## src/hw/rtl/falt_pkg.sv

```systemverilog
// ----------------------------------------------------------------------------
// falt_pkg
// Shared types and constants of the failed-attempt lockout table.
// ----------------------------------------------------------------------------
package falt_pkg;

  localparam int unsigned AddrW    = 32;
  localparam int unsigned TimeW    = 32;
  localparam int unsigned CountW   = 8;
  localparam int unsigned CfgIdxW  = 8;
  localparam int unsigned CfgDataW = 32;

  localparam logic [CfgIdxW-1:0] CfgAttemptLimit = 8'd0;
  localparam logic [CfgIdxW-1:0] CfgWindowMs     = 8'd1;

  localparam logic [CountW-1:0] LimitReset  = 8'd5;
  localparam logic [TimeW-1:0]  WindowReset = 32'd300000;
  localparam logic [CountW-1:0] CountMax    = 8'hFF;
  localparam logic [CountW-1:0] CountOne    = 8'd1;

  localparam logic ActAttempt = 1'b0;
  localparam logic ActClear   = 1'b1;

  typedef enum logic [1:0] {
    StIdle,
    StMatch,
    StScan,
    StUpdate
  } falt_state_e;

  typedef struct packed {
    logic load;
    logic match;
    logic scan;
    logic update;
  } falt_cmd_t;

  typedef struct packed {
    logic clear;
    logic hit;
    logic free;
    logic scan_last;
  } falt_sts_t;

endpackage

```

## src/hw/rtl/falt_if.sv

```systemverilog
// ----------------------------------------------------------------------------
// falt_if
// Request, response and configuration channels of the lockout table.
// ----------------------------------------------------------------------------
interface falt_req_if;
  logic                         valid;
  logic                         ready;
  logic                         action;
  logic [falt_pkg::AddrW-1:0]   client_address;
  logic [falt_pkg::TimeW-1:0]   now_ms;

  modport source (output valid, action, client_address, now_ms, input ready);
  modport sink   (input valid, action, client_address, now_ms, output ready);
endinterface

interface falt_rsp_if;
  logic valid;
  logic ready;
  logic allowed;

  modport source (output valid, allowed, input ready);
  modport sink   (input valid, allowed, output ready);
endinterface

interface falt_cfg_if;
  logic                          valid;
  logic                          ready;
  logic [falt_pkg::CfgIdxW-1:0]  index;
  logic [falt_pkg::CfgDataW-1:0] data;

  modport source (output valid, index, data, input ready);
  modport sink   (input valid, index, data, output ready);
endinterface

```

## src/hw/rtl/failed_attempt_lockout_table.sv

```systemverilog
// A request is taken only once the previous result is issued; it is matched,
// then its entry is updated on a clear, a hit or a free entry, while a miss
// on a full table first scans all entries for the oldest one through the
// shared time read port. The update waits while the output is stalled.
// Reset: empties every entry, restores attempt_limit 5 and window_ms 300000.
// ----------------------------------------------------------------------------
// failed_attempt_lockout_table
// Per-source failed-attempt counter with time window and lockout limit.
// ----------------------------------------------------------------------------
module failed_attempt_lockout_table #(
  parameter int unsigned ENTRIES = 3
) (
  input  logic       clk_i,
  input  logic       rst_ni,
  falt_req_if.sink   req_i,
  falt_rsp_if.source rsp_o,
  falt_cfg_if.sink   cfg_i
);

  falt_pkg::falt_cmd_t cmd;
  falt_pkg::falt_sts_t sts;

  assign cfg_i.ready = 1'b1;

  falt_ctrl u_ctrl (
    .clk_i       (clk_i),
    .rst_ni      (rst_ni),
    .in_valid_i  (req_i.valid),
    .in_ready_o  (req_i.ready),
    .out_valid_o (rsp_o.valid),
    .out_ready_i (rsp_o.ready),
    .sts_i       (sts),
    .cmd_o       (cmd)
  );

  falt_dp #(
    .ENTRIES (ENTRIES)
  ) u_dp (
    .clk_i            (clk_i),
    .rst_ni           (rst_ni),
    .cmd_i            (cmd),
    .sts_o            (sts),
    .action_i         (req_i.action),
    .client_address_i (req_i.client_address),
    .now_ms_i         (req_i.now_ms),
    .cfg_we_i         (cfg_i.valid),
    .cfg_index_i      (cfg_i.index),
    .cfg_data_i       (cfg_i.data),
    .allowed_o        (rsp_o.allowed)
  );

endmodule

```

## src/hw/rtl/falt_ctrl.sv

```systemverilog
// ----------------------------------------------------------------------------
// falt_ctrl
// Sequencer: accept a request, match, scan for the oldest entry on a full-table miss, update.
// ----------------------------------------------------------------------------
module falt_ctrl (
  input  logic                clk_i,
  input  logic                rst_ni,
  input  logic                in_valid_i,
  output logic                in_ready_o,
  output logic                out_valid_o,
  input  logic                out_ready_i,
  input  falt_pkg::falt_sts_t sts_i,
  output falt_pkg::falt_cmd_t cmd_o
);

  falt_pkg::falt_state_e state_q, state_d;
  logic                  out_valid_q, out_valid_d;
  logic                  out_free;

  assign out_free = !out_valid_q || out_ready_i;

  always_ff @(posedge clk_i or negedge rst_ni) begin
    if (!rst_ni) begin
      state_q     <= falt_pkg::StIdle;
      out_valid_q <= 1'b0;
    end else begin
      state_q     <= state_d;
      out_valid_q <= out_valid_d;
    end
  end

  always_comb begin
    state_d     = state_q;
    out_valid_d = out_valid_q && !out_ready_i;
    cmd_o       = '0;
    in_ready_o  = 1'b0;
    case (state_q)
      falt_pkg::StIdle: begin
        in_ready_o = 1'b1;
        if (in_valid_i) begin
          cmd_o.load = 1'b1;
          state_d    = falt_pkg::StMatch;
        end
      end
      falt_pkg::StMatch: begin
        cmd_o.match = 1'b1;
        if (sts_i.clear || sts_i.hit || sts_i.free) begin
          state_d = falt_pkg::StUpdate;
        end else begin
          state_d = falt_pkg::StScan;
        end
      end
      falt_pkg::StScan: begin
        cmd_o.scan = 1'b1;
        if (sts_i.scan_last) begin
          state_d = falt_pkg::StUpdate;
        end
      end
      falt_pkg::StUpdate: begin
        if (out_free) begin
          cmd_o.update = 1'b1;
          out_valid_d  = 1'b1;
          state_d      = falt_pkg::StIdle;
        end
      end
      default: begin
        state_d = falt_pkg::StIdle;
      end
    endcase
  end

  assign out_valid_o = out_valid_q;

endmodule

```

## src/hw/rtl/falt_dp.sv

```systemverilog
// ----------------------------------------------------------------------------
// falt_dp
// Entry table, configuration registers, lookup and count update.
// ----------------------------------------------------------------------------
module falt_dp #(
  parameter int unsigned ENTRIES = 3
) (
  input  logic                          clk_i,
  input  logic                          rst_ni,
  input  falt_pkg::falt_cmd_t           cmd_i,
  output falt_pkg::falt_sts_t           sts_o,
  input  logic                          action_i,
  input  logic [falt_pkg::AddrW-1:0]    client_address_i,
  input  logic [falt_pkg::TimeW-1:0]    now_ms_i,
  input  logic                          cfg_we_i,
  input  logic [falt_pkg::CfgIdxW-1:0]  cfg_index_i,
  input  logic [falt_pkg::CfgDataW-1:0] cfg_data_i,
  output logic                          allowed_o
);

  localparam int unsigned IdxW = (ENTRIES > 1) ? $clog2(ENTRIES) : 1;
  localparam logic [IdxW-1:0] LastIdx = IdxW'(ENTRIES - 1);

  logic [falt_pkg::AddrW-1:0]  entry_address_q [ENTRIES];
  logic [falt_pkg::CountW-1:0] entry_count_q   [ENTRIES];
  logic [falt_pkg::TimeW-1:0]  entry_time_q    [ENTRIES];

  logic [falt_pkg::CountW-1:0] limit_q;
  logic [falt_pkg::TimeW-1:0]  window_q;

  logic                        act_q;
  logic [falt_pkg::AddrW-1:0]  addr_q;
  logic [falt_pkg::TimeW-1:0]  now_q;
  logic                        hit_q, free_q;
  logic [IdxW-1:0]             hit_idx_q, free_idx_q, best_idx_q, scan_idx_q;
  logic [falt_pkg::TimeW-1:0]  best_time_q;
  logic                        allowed_q;

  logic                        hit_d, free_d;
  logic [IdxW-1:0]             hit_idx_d, free_idx_d;
  logic [IdxW-1:0]             upd_idx, rd_idx;
  logic [falt_pkg::TimeW-1:0]  rd_time, elapsed;
  logic [falt_pkg::CountW-1:0] rd_count, new_count;

  always_comb begin
    hit_d      = 1'b0;
    free_d     = 1'b0;
    hit_idx_d  = '0;
    free_idx_d = '0;
    for (int i = ENTRIES - 1; i >= 0; i--) begin
      if (entry_address_q[i] == addr_q) begin
        hit_d     = 1'b1;
        hit_idx_d = IdxW'(i);
      end
      if (entry_address_q[i] == '0) begin
        free_d     = 1'b1;
        free_idx_d = IdxW'(i);
      end
    end
  end

  assign sts_o.clear     = (act_q == falt_pkg::ActClear);
  assign sts_o.hit       = hit_d;
  assign sts_o.free      = free_d;
  assign sts_o.scan_last = (scan_idx_q == LastIdx);

  assign upd_idx   = hit_q ? hit_idx_q : (free_q ? free_idx_q : best_idx_q);
  assign rd_idx    = cmd_i.scan ? scan_idx_q : upd_idx;
  assign rd_time   = entry_time_q[rd_idx];
  assign rd_count  = entry_count_q[upd_idx];
  assign elapsed   = now_q - rd_time;

  always_comb begin
    if (elapsed > window_q) begin
      new_count = falt_pkg::CountOne;
    end else if (rd_count == falt_pkg::CountMax) begin
      new_count = falt_pkg::CountMax;
    end else begin
      new_count = rd_count + falt_pkg::CountOne;
    end
  end

  always_ff @(posedge clk_i or negedge rst_ni) begin
    if (!rst_ni) begin
      limit_q  <= falt_pkg::LimitReset;
      window_q <= falt_pkg::WindowReset;
    end else if (cfg_we_i) begin
      case (cfg_index_i)
        falt_pkg::CfgAttemptLimit: limit_q  <= cfg_data_i[falt_pkg::CountW-1:0];
        falt_pkg::CfgWindowMs:     window_q <= cfg_data_i[falt_pkg::TimeW-1:0];
        default: begin
        end
      endcase
    end
  end

  always_ff @(posedge clk_i) begin
    if (cmd_i.load) begin
      act_q  <= action_i;
      addr_q <= client_address_i;
      now_q  <= now_ms_i;
    end
    if (cmd_i.match) begin
      hit_q       <= hit_d;
      free_q      <= free_d;
      hit_idx_q   <= hit_idx_d;
      free_idx_q  <= free_idx_d;
      best_idx_q  <= '0;
      best_time_q <= entry_time_q[0];
      scan_idx_q  <= '0;
    end
    if (cmd_i.scan) begin
      if (rd_time < best_time_q) begin
        best_idx_q  <= scan_idx_q;
        best_time_q <= rd_time;
      end
      if (scan_idx_q != LastIdx) begin
        scan_idx_q <= scan_idx_q + 1'b1;
      end
    end
    if (cmd_i.update) begin
      allowed_q <= (act_q == falt_pkg::ActClear) || !hit_q || (new_count < limit_q);
    end
  end

  always_ff @(posedge clk_i or negedge rst_ni) begin
    if (!rst_ni) begin
      for (int i = 0; i < ENTRIES; i++) begin
        entry_address_q[i] <= '0;
        entry_count_q[i]   <= '0;
        entry_time_q[i]    <= '0;
      end
    end else if (cmd_i.update) begin
      for (int i = 0; i < ENTRIES; i++) begin
        if (upd_idx == IdxW'(i)) begin
          if (act_q == falt_pkg::ActClear) begin
            if (hit_q) begin
              entry_address_q[i] <= '0;
              entry_count_q[i]   <= '0;
              entry_time_q[i]    <= '0;
            end
          end else if (hit_q) begin
            entry_count_q[i] <= new_count;
            entry_time_q[i]  <= now_q;
          end else begin
            entry_address_q[i] <= addr_q;
            entry_count_q[i]   <= falt_pkg::CountOne;
            entry_time_q[i]    <= now_q;
          end
        end
      end
    end
  end

  assign allowed_o = allowed_q;

endmodule

```

## src/flat_wrapper.sv

```systemverilog
// flat-port wrapper written by rule: the top's interface ports become plain ports
module failed_attempt_lockout_table_flat 
#(
  parameter int unsigned ENTRIES = 3
)
  (clk_i, rst_ni, req_i_valid, req_i_action, req_i_client_address, req_i_now_ms, req_i_ready, rsp_o_valid, rsp_o_allowed, rsp_o_ready, cfg_i_valid, cfg_i_index, cfg_i_data, cfg_i_ready);
  falt_req_if req_i_i ();
  falt_rsp_if rsp_o_i ();
  falt_cfg_if cfg_i_i ();
  input  logic clk_i;
  input  logic rst_ni;
  input wire logic [$bits(req_i_i.valid)-1:0] req_i_valid;
  input wire logic [$bits(req_i_i.action)-1:0] req_i_action;
  input wire logic [$bits(req_i_i.client_address)-1:0] req_i_client_address;
  input wire logic [$bits(req_i_i.now_ms)-1:0] req_i_now_ms;
  output wire logic [$bits(req_i_i.ready)-1:0] req_i_ready;
  output wire logic [$bits(rsp_o_i.valid)-1:0] rsp_o_valid;
  output wire logic [$bits(rsp_o_i.allowed)-1:0] rsp_o_allowed;
  input wire logic [$bits(rsp_o_i.ready)-1:0] rsp_o_ready;
  input wire logic [$bits(cfg_i_i.valid)-1:0] cfg_i_valid;
  input wire logic [$bits(cfg_i_i.index)-1:0] cfg_i_index;
  input wire logic [$bits(cfg_i_i.data)-1:0] cfg_i_data;
  output wire logic [$bits(cfg_i_i.ready)-1:0] cfg_i_ready;
  assign req_i_i.valid = req_i_valid;
  assign req_i_i.action = req_i_action;
  assign req_i_i.client_address = req_i_client_address;
  assign req_i_i.now_ms = req_i_now_ms;
  assign req_i_ready = req_i_i.ready;
  assign rsp_o_valid = rsp_o_i.valid;
  assign rsp_o_allowed = rsp_o_i.allowed;
  assign rsp_o_i.ready = rsp_o_ready;
  assign cfg_i_i.valid = cfg_i_valid;
  assign cfg_i_i.index = cfg_i_index;
  assign cfg_i_i.data = cfg_i_data;
  assign cfg_i_ready = cfg_i_i.ready;
  failed_attempt_lockout_table #(.ENTRIES(ENTRIES)) u_core (.clk_i(clk_i), .rst_ni(rst_ni), .req_i(req_i_i), .rsp_o(rsp_o_i), .cfg_i(cfg_i_i));
endmodule
```

## config.mk

```make
export PLATFORM = sky130hd
export DESIGN_NAME = failed_attempt_lockout_table_flat
export DESIGN_NICKNAME = d
export VERILOG_FILES = /design/src/hw/rtl/falt_pkg.sv /design/src/hw/rtl/falt_if.sv /design/src/hw/rtl/failed_attempt_lockout_table.sv /design/src/hw/rtl/falt_ctrl.sv /design/src/hw/rtl/falt_dp.sv /design/src/flat_wrapper.sv
export SDC_FILE = /design/constraint.sdc
export NUM_CORES = 1
export LEC_CHECK = 0
export ABC_CLOCK_PERIOD_IN_PS = 9600
export BUFFER_PORTS_ARGS = -buffer_cell sky130_fd_sc_hd__buf_4
export CAP_MARGIN = 25
export CORE_MARGIN = 1.5
export CORE_UTILIZATION = 55
export DETAILED_ROUTE_END_ITERATION = 10
export GPL_ROUTABILITY_DRIVEN = 0
export PLACE_DENSITY_LB_ADDON = 0.2
export SLEW_MARGIN = 20
export SYNTH_ARGS = -nofsm -noshare
export SYNTH_HDL_FRONTEND = slang
export SYNTH_SLANG_ARGS = --single-unit
```

## constraint.sdc

```tcl
create_clock -name clk_i -period 9.6 [get_ports clk_i]
set_input_delay 1.44 -clock clk_i [delete_from_list [all_inputs] [get_ports clk_i]]
set_output_delay 1.44 -clock clk_i [all_outputs]
set_load 0.02 [all_outputs]
```

## Yosys cells after proc, flatten, opt, wreduce, memory -nomap -nowiden

Index checks and enable logic that the tools add are counted.

| word-level totals | value |
|---|---|
| word-level logic and storage cells | 130 |
| register bits | 367 |

| cells by class | value |
|---|---|
| reductions and logical operators | 26 |
| mux-type cells | 51 |
| eq/ne operators | 17 |
| add/sub/neg operators | 3 |
| bitwise gates (word level) | 2 |
| $lt $le $gt $ge | 5 |

Operators by type and width:

| cell | count |
|---|---|
| $mux W32 | 9 |
| $eq A32 B32 Y1 | 3 |
| $logic_not A32 Y1 | 3 |
| $bmux W32 S2 | 1 |
| $mux W8 | 7 |
| $gt A32 B32 Y1 | 1 |
| $lt A32 B32 Y1 | 1 |
| $sub A32 B32 Y32 | 1 |
| $mux W2 | 14 |
| $mux W1 | 18 |
| $bmux W8 S2 | 1 |
| $reduce_and A3 Y1 | 4 |
| $reduce_and A4 Y1 | 3 |
| $add A8 B1 Y8 const B | 1 |
| $eq A2 B2 Y1 const B | 4 |
| $eq A8 B1 Y1 const B | 1 |
| $eq A8 B8 Y1 const B | 1 |
| $logic_not A8 Y1 | 1 |
| $lt A8 B8 Y1 | 1 |
| $ne A2 B2 Y1 const B | 4 |
| $pmux W2 S4 | 1 |
| $ge A3 B3 Y1 const B | 2 |
| $not A2 Y3 | 2 |
| $logic_or A1 B1 Y1 | 5 |
| other kinds (8) | 15 |

## Logic depth before layout (Yosys ltp)

Gate-level depths: netlist of run 1.

| depth | value |
|---|---|
| word-level depth | 12 |
| gate-level depth with buffers | 36 |
| depth with buffers taken out | 32 |

## By module

A second synthesis of run 1 with hierarchy kept.

| unflattened totals | value |
|---|---|
| cells, all modules | 1965 |
| area, all modules | 19488.7 um^2 |

Modules (own cells, without submodules):

| module | area an instance (um^2) | instances | cells an instance |
|---|---|---|---|
| falt_dp | 19237.2 | 1 | 1940 |
| falt_ctrl | 240.2 | 1 | 23 |
| failed_attempt_lockout_table | 11.3 | 1 | 2 |

## Worst setup path after synthesis of run 1

OpenSTA, ideal clock, no wires.

| timing | value |
|---|---|
| path type | register to register |
| start | reg u_core.u_dp.free_q |
| end | reg u_core.u_dp.allowed_q, in the netlist u_core.u_dp.allowed_o, data pin |
| stages on the path, launching flop included | 33 |
| setup time | 167 ps |
| arrival | 6809 ps |
| setup slack | 2624 ps |
| path through | edfxtp_1 -> mux2_2 -> o21a_2 -> a21boi_1 -> clkbuf_1 -> mux2i_1 -> nor2_1 -> a21oi_1 -> ha_1 -> clkbuf_1 -> a21o_1 -> a21o_1 -> a21o_1 -> a21o_1 -> a31oi_1 -> o21ai_1 -> a211o_1 -> a31o_2 -> a211o_1 -> ha_1 -> and3_1 -> nand4_1 -> or3_1 -> o211ai_1 -> a221o_1 -> and2_1 -> clkbuf_1 -> nor2_1 -> ha_1 -> o21a_1 -> o21a_1 -> o311a_1 -> a211oi_1 |

| between the ends | value |
|---|---|
| cells in the longest elaborated chain, start to end | 12 |
| elaborated cells on any way between the ends | 19 |
| those cells by class | 2 x add/sub; 2 x order compare; 1 x eq/ne; 11 x mux; 2 x bitwise; 1 x reduce/logical |

Ends and longest elaborated chain:

| item | line | source |
|---|---|---|
| start, declared | falt_dp.sv:34 | `logic hit_q, free_q;` |
| start signal, assigned | falt_dp.sv:105 | `free_q <= free_d;` |
| $mux W2 (*) (2 in a row) | falt_dp.sv:67 | `assign upd_idx = hit_q ? hit_idx_q : (free_q ? free_idx_q : best_idx_q);` |
| $mux W2 | falt_dp.sv:68 | `assign rd_idx = cmd_i.scan ? scan_idx_q : upd_idx;` |
| $not A2 Y3 (not written as such) | falt_dp.sv:69 | `assign rd_time = entry_time_q[rd_idx];` |
| $bmux W32 S2 | falt_dp.sv:69 |  |
| $mux W32 (not written as such) (2 in a row) | falt_dp.sv:69 |  |
| $sub A32 B32 Y32 | falt_dp.sv:71 | `assign elapsed = now_q - rd_time;` |
| $gt A32 B32 Y1 | falt_dp.sv:74 | `if (elapsed > window_q) begin` |
| $mux W8 (*) | falt_dp.sv:74 |  |
| $lt A8 B8 Y1 (*) | falt_dp.sv:122 | `allowed_q <= (act_q == falt_pkg::ActClear) \|\| !hit_q \|\| (new_count < limit_q);` |
| $logic_or A1 B1 Y1 (*) | falt_dp.sv:122 |  |
| end signal, assigned | falt_dp.sv:122 |  |
| end, declared | falt_dp.sv:37 | `logic allowed_q;` |

Mark *: on every way between the ends. The rest lies on a longest branch, timed or not. The select of a mux whose other input is x is not followed.
A chain may end at the register's enable or synchronous reset.

## Worst setup path after layout of run 1

| timing | value |
|---|---|
| start | reg u_core.u_ctrl.state_q[0] |
| end | reg u_core.u_dp.allowed_q, in the netlist u_core.u_dp.allowed_o, data pin |

| between the ends | value |
|---|---|
| cells in the longest elaborated chain, start to end | 12 |

Ends and longest elaborated chain:

| item | line | source |
|---|---|---|
| start, declared | falt_ctrl.sv:16 | `falt_pkg::falt_state_e state_q, state_d;` |
| start signal, assigned | falt_ctrl.sv:24 | `state_q <= falt_pkg::StIdle;` |
| start signal, assigned | falt_ctrl.sv:27 | `state_q <= state_d;` |
| $eq A2 B2 Y1 | falt_ctrl.sv:37 | `case (state_q)` |
| $mux W1 | falt_ctrl.sv:37 |  |
| $mux W2 | falt_dp.sv:68 |  |
| $not A2 Y3 (not written as such) | falt_dp.sv:69 |  |
| $bmux W32 S2 | falt_dp.sv:69 |  |
| $mux W32 (not written as such) (2 in a row) | falt_dp.sv:69 |  |
| $sub A32 B32 Y32 | falt_dp.sv:71 |  |
| $gt A32 B32 Y1 | falt_dp.sv:74 |  |
| $mux W8 | falt_dp.sv:74 |  |
| $lt A8 B8 Y1 | falt_dp.sv:122 |  |
| $logic_or A1 B1 Y1 | falt_dp.sv:122 |  |

No other way between the ends. The select of a mux whose other input is x is not followed.

==> results of run 1 <==
per-layer routing:
metal	wire (µm)	GRT usage [%]	up-vias
li1	-	-	6970
met1	19900	34.20	6942
met2	23950	47.02	464
met3	2356	3.560	123
met4	1909	11.90	0
met5	0	0	-
worst max-delay path, delay by kind of cell, from the launching register on:
kind            cells  cell delay [ns]
simple gates        6             1.19
mux                 1             0.28
fa+ha+maj           4             1.30
buf+inv             2             0.37
flops               1             0.41
compound gates     17             4.21
flip-flops by register name, indices dropped and copies added, names as in the netlist, 8 cells and up:
name,cells
u_core.u_dp.entry_address_q,96
u_core.u_dp.best_time_q,32
u_core.u_dp.entry_time_q,96
u_core.u_dp.limit_q,8
u_core.u_dp.addr_q,32
u_core.u_dp.now_q,32
u_core.u_dp.entry_count_q,24
u_core.u_dp.window_q,32
power groups by stage:
stage	combinational [mW]	clock (mW)	sequential [mW]
after floorplan	2.83	0	2.40
final	3.87	1.63	2.54
after global placement	3.70	0	2.53
after detailed placement	3.81	0	2.54
after CTS	3.84	1.66	2.53
after global routing	4.30	1.72	2.59
area by class of cell:
| type | count | area, µm² | share of cell area, % |
|---|---|---|---|
| Clock buffer | 49 | 1109 | 5.063 |
| Clock inverter | 27 | 307.8 | 1.406 |
| Inverter | 117 | 440.4 | 2.011 |
| Multi-Input combinational cell | 1377 | 9129 | 41.69 |
| Sequential cell | 367 | 9376 | 42.82 |
| Tap cell | 455 | 569.3 | 2.600 |
| Timing Repair Buffer | 126 | 964.7 | 4.406 |
metrics by stage:
| step | instance area [µm²] | std cells | hold slack [ns] | power (mW) | utilization, % |
|---|---|---|---|---|---|
| 2_1_floorplan | 19230 | 1946 | 0.4460 | 5.233 | - |
| 3_3_place_gp | 20460 | 2441 | 0.4632 | 6.231 | 59.38 |
| 3_5_place_dp | 20480 | 2442 | 0.4708 | 6.356 | 59.42 |
| 4_1_cts | 21890 | 2518 | 0.4845 | 8.031 | 63.53 |
| 5_1_grt | 21900 | 2518 | 0.5036 | 8.618 | 63.54 |
| 6_report | 21900 | 2518 | 0.4798 | 8.037 | 63.54 |
cell families after synthesis:
| family | count (synthesis) |
|---|---|
| simple gates | 553 |
| compound gates | 437 |
| flops | 367 |
| buf+inv | 202 |
| mux | 149 |
| xor+xnor | 129 |
| fa+ha+maj | 108 |
| other cells | 1 |
worst max-delay path by stage:
stage / end / slack [ns] / cells past startpoint
2_1_floorplan: u_core.u_dp.allowed_o$_DFFE_PP_ / 2.62 / 32
3_3_place_gp: u_core.u_dp.allowed_o$_DFFE_PP_ / 1.98 / 30
3_5_place_dp: u_core.u_dp.allowed_o$_DFFE_PP_ / 1.73 / 30
4_1_cts: u_core.u_dp.allowed_o$_DFFE_PP_ / 1.73 / 30
5_1_grt: u_core.u_dp.allowed_o$_DFFE_PP_ / 1.18 / 31
6_report: u_core.u_dp.allowed_o$_DFFE_PP_ / 1.67 / 30
cell usage in the layout, fill, tap and decap left out, drive strengths merged, types with 45 or more instances in the layout:
master and count:
inv 117, nor2 72, nand2 322, ha 107
buf 126, o21ai 244, dfrtp 249, xor2 47
mux2 47, nand4 45, xnor2 82, edfxtp 72
a21oi 78, clkbuf 49, mux2i 102
==> impl_metrics.yaml, run 1 <==
status:
  status: "complete, no violations"
power_and_ir_drop:
  p_per_area_nw_per_um2: 367.1
  switching_share_pct: 41.94
  seqPwrFrac_pct: 31.6
  combPwrFrac_pct: 48.1
  internal-power_mw: 4.666
  vdd_drop_max_mv: 0.1811
  p_sw_mw: 3.371
  power_leakage_nw: 9.793
  clkPwrFrac_pct: 20.3
grt:
  grt_pass1_vias: 14620
  grt_first_pass_wirelength_um: 77450
  gr-total-overflow: 0
  grt_max_degree: 114
  grt_use_total_pct: 27.23
  grt_antenna_before_repair: 0
yosys:
  synth-async-reset-ratio_pct: 70.57
  synthesis.instances: 1946
  synthFlopType: "dfrtp_1"
  yosys.area.top_type_share_pct: 32.41
  synth_largest_area_cell: "dfrtp_1"
  ys_types: 70
  synth_simple_gate_area_share_pct: 12.85
  synth-edff-count: 72
  yosysMostFrequentCell: "nand2_1"
  ys_top_cells_by_area: "dfrtp_1, edfxtp_1, ha_1, nand2_1, o21ai_0"
  synth_top_family_by_area: "compound AO/OA/AOI/OAI gates"
  ys_top_cells_by_count: "nand2_1, dfrtp_1, o21ai_0"
  seq_area_frac_synth_pct: 48.77
  synth_xor_area_share_pct: 5.876
  avgSynthCellArea_um2: 9.880
  synth_fa_ha_area_share_pct: 7.067
  ys_ff_latch: 367
  yosysWarnings: 0
  syn_area_um2: 19230
  synth_compound_area_share_pct: 13.26
  synth_nets: 2164
  synth.area.mux_share_pct: 8.063
setup_path:
  slowest_stage: "a21boi_4"
  cp_max_fo: 18
  crit_type: "reg2reg"
  arrival_ns: 8.31
  r2r_slack_ns: 1.67
  r2r_start: "u_core.u_ctrl.state_q[0]$_DFFE_PN0P_"
  slowest_delay_ns: 0.78
  crit_required_ns: 9.98
  endpoint_kind: "flip-flop"
  rr_endpoint: "u_core.u_dp.allowed_o$_DFFE_PP_"
  cp-start-kind: "flip-flop"
  crit_path_start: "u_core.u_ctrl.state_q[0]$_DFFE_PN0P_"
  rr_worst_depth: 30
drt:
  antenna_left: 0
  routedWlPerCell_um: 19.11
  drt_wl_total_um: 48110
  firstDrtPassIters: 5
  drt_iter0_drc: 1152
  drc: 0
  vias: 14500
  via_per_inst: 5.758
floorplanning:
  die_h_um: 190.0
  die-area_um2: 36090
  io_pins: 114
  design.core.area_um2: 34460
  start_util_pct: 55.80
  num_rows: 68
  die_x_um: 190.0
sta:
  finalMaxSlewViolations: 0
  max_freq_ghz: 0.1261
  fin_crit_ns: 7.933
  setup_viol: 0
  tightest_slew_ns: 0.9858
  rsz0062_at_grt: "false"
  hold_viol: 0
  finalCritPeriodShare_pct: 82.63
  max-slew-margin-rel_pct: 34.04
  clock_skew_ns: 0.01186
  setup_slack_ns: 1.667
  timing.setup.tns_ns: 0
clock_tree:
  clock_latency_ns: 0.55
  cts_buffers: 41
  hold_buffers: 0
  postCtsSetupRepairBufs: 0
  cts_tree: "yes"
  htreeDepth: 2
  path_clk_slew_ns: 0.06
  ctsResizeCount: 0
  ctsRootBufferMaster: "clkbuf_16"
  numClockSinks: 367
  max-clock-path-buffers: 3
placed_design:
  dp_hpwl_um: 33250
  pre_cts_ws_ns: 1.727
  numPortBuffers: 112
layout:
  antenna_cells: 0
  final_nets: 2248
  area_growth_pct: 13.88
  fill_cells: 2840
  drive_gt1_share_pct: 12.89
min_path:
  worstHoldStart: "u_core.u_dp.entry_time_q[29]$_DFFE_PN0P_"
  hold_path_end: "u_core.u_dp.entry_time_q[29]$_DFFE_PN0P_"
  holdCritPathClass: "reg2reg"
  hold_depth: 2
run:
  drv_cap: 0
No activity file was read; power rests on OpenSTA's default activity.
==> run 2: changes to the inputs <==
Settings changed: ABC_CLOCK_PERIOD_IN_PS 9600 to 7500.
Clock period 9.6 ns to 7.5 ns, I/O delays scaled along.
==> impl_metrics.yaml, run 2 (synthesized netlist as in run 1, its figures left out) <==
status:
  status: "complete, no violations"
layout:
  fin_area_um2: 22060
  drive_gt1_share_pct: 13.78
  antenna_cells: 0
  final_nets: 2269
  area_growth_pct: 14.73
  fill_cells: 2817
  layout_commonest_cell: "nand2_1"
  mostFrequentLayoutCells: "nand2_1, dfrtp_1, o21ai_0"
  top_regs: "u_core.u_dp.entry_address_q: 96 flops, u_core.u_dp.entry_time_q: 96 flops"
grt:
  grt_pass1_vias: 14710
  grt_antenna_before_repair: 0
  grt_max_degree: 184
  gr-total-overflow: 0
  grt_first_pass_wirelength_um: 76620
  grt_use_total_pct: 26.88
sta:
  tightest_slew_ns: 1.038
  timing.setup.tns_ns: 0
  rsz0062_at_grt: "false"
  finalCritPeriodShare_pct: 94.61
  fin_crit_ns: 7.095
  max_freq_ghz: 0.1409
  max-slew-margin-rel_pct: 30.78
  finalMaxSlewViolations: 0
  hold_viol: 0
  clock_skew_ns: 0.01367
  setup_viol: 0
power_and_ir_drop:
  p_per_area_nw_per_um2: 471.4
  power_leakage_nw: 9.883
  vdd_drop_max_mv: 0.2563
  seqPwrFrac_pct: 31.3
  clkPwrFrac_pct: 19.4
  p_sw_mw: 4.354
  combPwrFrac_pct: 49.3
  internal-power_mw: 6.045
  switching_share_pct: 41.87
floorplanning:
  start_util_pct: 55.80
  die_h_um: 190.0
  num_rows: 68
  io_pins: 114
  design.core.area_um2: 34460
  die-area_um2: 36090
  die_x_um: 190.0
drt:
  vias: 14640
  via_per_inst: 5.769
  wl_met1_um: 20190
  antenna_left: 0
  drc: 0
  highest_layer: "met4"
  routedWlPerCell_um: 18.81
  firstDrtPassIters: 6
  drt_wl_total_um: 47740
  wl_met3_um: 2501
  wl_met2_um: 22880
  drt_iter0_drc: 1144
clock_tree:
  ctsRootBufferMaster: "clkbuf_16"
  numClockSinks: 367
  cts_tree: "yes"
  hold_buffers: 0
  path_clk_slew_ns: 0.06
  clock_latency_ns: 0.57
  cts_buffers: 41
  htreeDepth: 2
  max-clock-path-buffers: 3
placed_design:
  dp_hpwl_um: 33190
  numPortBuffers: 112
  placed_area_um2: 20570
setup_path:
  endpoint_kind: "flip-flop"
  crit_type: "reg2reg"
  crit_required_ns: 7.89
  cp_common_cell: "a21o_1"
  cp_max_fo: 9
  slowest_delay_ns: 0.58
  slowest_stage: "o31ai_4"
  cp-start-kind: "flip-flop"
  arrival_ns: 7.48
min_path:
  holdCritPathClass: "reg2reg"
run:
  drv_cap: 0
run 2: changes by cell type in the layout (fill, tap and decap cells not counted), sizes merged:
cell,delta
buf,+21
bufinv,-3
clkbuf,+11
clkinv,-11
inv,+2
run 2: path summary, 6_finish.rpt:
path / slack (ns) / endpoint / from / depth (start not counted)
worst min-delay path: 0.48 / u_core.u_dp.entry_time_q[56]$_DFFE_PN0P_ / u_core.u_dp.entry_time_q[56]$_DFFE_PN0P_ / 2
worst max register to register: 0.40 / u_core.u_dp.allowed_o$_DFFE_PP_ / u_core.u_dp.free_q$_DFFE_PP_ / 28
worst max-delay path: 0.40 / u_core.u_dp.allowed_o$_DFFE_PP_ / u_core.u_dp.free_q$_DFFE_PP_ / 28
min in group asynchronous: 0.51 / u_core.u_dp.window_q[10]$_DFFE_PN0P_ / rst_ni / 1
max in group asynchronous: 5.56 / u_core.u_dp.entry_address_q[10]$_DFFE_PN0P_ / rst_ni / 2
worst min register to register: 0.48 / u_core.u_dp.entry_time_q[56]$_DFFE_PN0P_ / u_core.u_dp.entry_time_q[56]$_DFFE_PN0P_ / 2
run 2: repair_timing:
| action | 4_1_cts | 5_1_grt |
|---|---|---|
| endpoints found under the setup margin | 0 | 10 |
| gates resized for setup | 0 | 5 |
| hold endpoints to repair | 0 | 0 |
| buffers inserted | 0 | 7 |
run 2: layout make-up:
| cell class | count | area [µm²] | share of cell area, % |
|---|---|---|---|
| sequential | 367 | 9376 | 42.51 |
| multi-input combinational | 1377 | 9150 | 41.48 |
| clock buffer | 60 | 1179 | 5.343 |
| timing repair buffer | 147 | 1172 | 5.315 |
| tap | 455 | 569.3 | 2.581 |
| inverter | 117 | 440.4 | 1.997 |
| clock inverter | 15 | 171.4 | 0.7771 |
run 2: power by group through the flow:
stage	Combinational (mW)	Clock, mW	Sequential [mW]
CTS	5.01	2.05	3.24
finish	5.13	2.02	3.25
floorplan	3.62	0	3.08
global placement	4.84	0	3.25
global route	5.69	2.13	3.32
detailed placement	4.98	0	3.26
run 2: stage by stage:
stage          power, mW  std cells  hold slack (ns)  setup WS [ns]  utilization (%)
3_3_place_gp       8.087       2454           0.4599         0.3729            59.70
4_1_cts            10.30       2529           0.4796        0.04700            63.62
2_1_floorplan      6.699       1946           0.4460         0.5236                -
6_report           10.40       2538           0.4787         0.4045            64.02
3_5_place_dp       8.245       2454           0.4664         0.1013            59.70
5_1_grt            11.15       2538           0.4954        0.01593            64.02
run 2: per-layer routing:
layer	GRT usage (%)	vias to the layer above
li1	-	7006
met1	34.08	7010
met2	44.90	481
met3	4.169	144
met4	13.13	0
met5	0	-
run 2: critical path, delay by kind of cell, from the launching register on:
| kind | cells | cell delay (ns) |
|---|---|---|
| AND/OR/NAND/NOR | 5 | 1.06 |
| buffers and inverters | 1 | 0.19 |
| multiplexers | 1 | 0.38 |
| adder cells (fa/ha/maj) | 3 | 0.96 |
| AO/OA/AOI/OAI | 18 | 3.94 |
| flip-flops | 1 | 0.37 |
==> run 3: changes to the inputs <==
Settings changed: CTS_BUF_LIST set to sky130_fd_sc_hd__clkbuf_4 sky130_fd_sc_hd__clkbuf_8.
==> impl_metrics.yaml, run 3 (synthesized netlist as in run 1, its figures left out) <==
status:
  status: "complete, no violations"
grt:
  grt_use_total_pct: 27.22
  grt_first_pass_wirelength_um: 77520
  gr-total-overflow: 0
  grt_antenna_before_repair: 0
  grt_max_degree: 184
  grt_pass1_vias: 14900
drt:
  wl_met1_um: 20490
  drt_wl_total_um: 48270
  drc: 0
  wl_met2_um: 23390
  firstDrtPassIters: 5
  via_per_inst: 5.706
  drt_iter0_drc: 1252
  antenna_left: 0
  vias: 14710
  wl_met3_um: 2206
  highest_layer: "met4"
  routedWlPerCell_um: 18.72
sta:
  max-slew-margin-rel_pct: 31.70
  timing.setup.tns_ns: 0
  setup_slack_ns: 0.3710
  clock_skew_ns: 0.02606
  setup_viol: 0
  hold_viol: 0
  tightest_slew_ns: 1.025
  max_freq_ghz: 0.1403
  fin_crit_ns: 7.129
  hold_slack_ns: 0.4259
  finalMaxSlewViolations: 0
  finalCritPeriodShare_pct: 95.05
  rsz0062_at_grt: "false"
clock_tree:
  htreeDepth: 2
  cts_buffers: 61
  ctsRootBufferMaster: "clkbuf_8"
  cts_tree: "yes"
  max-clock-path-buffers: 3
  clock_latency_ns: 0.67
  numClockSinks: 367
  hold_buffers: 0
  path_clk_slew_ns: 0.07
layout:
  mostFrequentLayoutCells: "nand2_1, dfrtp_1, o21ai_0"
  area_growth_pct: 15.29
  layout_commonest_cell: "nand2_1"
  antenna_cells: 0
  final-instance-count-excl-fill: 2578
  top_regs: "u_core.u_dp.entry_address_q: 96 flops, u_core.u_dp.entry_time_q: 96 flops"
  final_nets: 2289
  fin_util_pct: 64.33
  drive_gt1_share_pct: 15.97
setup_path:
  slowest_stage: "or3_1"
  endpoint_kind: "flip-flop"
  crit_type: "reg2reg"
  cp_max_fo: 9
  arrival_ns: 7.62
  slowest_delay_ns: 0.39
  cp-start-kind: "flip-flop"
  crit_required_ns: 7.99
placed_design:
  placedCellCount: 2454
  pre_cts_ws_ns: 0.1013
  numPortBuffers: 112
  dp_hpwl_um: 33190
power_and_ir_drop:
  vdd_drop_max_mv: 0.2614
  p_per_area_nw_per_um2: 472.3
  power_leakage_nw: 9.976
floorplanning:
  die_h_um: 190.0
  num_rows: 68
  die_x_um: 190.0
  io_pins: 114
  start_util_pct: 55.80
  die-area_um2: 36090
  design.core.area_um2: 34460
min_path:
  holdCritPathClass: "in2async"
run:
  drv_cap: 0
-- run 3: metrics by stage --
stage	power, mW	cell area, µm²
after floorplan	6.699	19230
after global placement	8.087	20570
after detailed placement	8.245	20570
after CTS	10.38	22030
after global routing	11.23	22170
final	10.47	22170
-- run 3: timing repair --
action                                 4_1_cts  5_1_grt
gates resized for setup                      0        5
setup endpoints to repair                    0        9
endpoints found under the hold margin        0        0
setup buffers                                0        7
-- run 3: path summary, 6_finish.rpt --
check,startpoint,end,cells past startpoint,slack [ns]
min in group clk_i,u_core.u_dp.entry_time_q[41]$_DFFE_PN0P_,u_core.u_dp.entry_time_q[41]$_DFFE_PN0P_,2,0.48
max in group asynchronous,rst_ni,u_core.u_dp.entry_time_q[90]$_DFFE_PN0P_,2,5.65
max reg2reg,u_core.u_dp.free_q$_DFFE_PP_,u_core.u_dp.allowed_o$_DFFE_PP_,31,0.37
min reg2reg,u_core.u_dp.entry_time_q[41]$_DFFE_PN0P_,u_core.u_dp.entry_time_q[41]$_DFFE_PN0P_,2,0.48
min,rst_ni,u_core.u_dp.window_q[4]$_DFFE_PN0P_,1,0.43
max,u_core.u_dp.free_q$_DFFE_PP_,u_core.u_dp.allowed_o$_DFFE_PP_,31,0.37
-- run 3: metal layers --
| metal | GRT usage, % | up-vias |
|---|---|---|
| li1 | - | 7066 |
| met1 | 34.35 | 7069 |
| met2 | 45.21 | 452 |
| met3 | 3.726 | 123 |
| met4 | 15.05 | 0 |
| met5 | 0 | - |
-- run 3: where the power goes --
part / internal, mW / switching (mW)
combinational: 2.16 / 2.97
sequential: 2.68 / 0.569
clock: 1.24 / 0.843
total: 6.08 / 4.38
-- run 3: cell type report --
type                            count  area, µm²
Fill cell                        2805      12290
Sequential cell                   367       9376
Multi-Input combinational cell   1377       9150
Timing Repair Buffer              147       1172
Clock buffer                       92       1116
Tap cell                          455      569.3
Inverter                          117      440.4
Clock inverter                     23      341.6
-- run 3: critical path: cells and delay by family (launching register included) --
| kind | cells | cell delay [ns] |
|---|---|---|
| buffers and inverters | 2 | 0.36 |
| and+or+nand+nor | 10 | 1.86 |
| AOI/OAI and AO/OA | 14 | 2.93 |
| muxes | 2 | 0.56 |
| DFF | 1 | 0.37 |
| adders and majority gates | 3 | 0.85 |
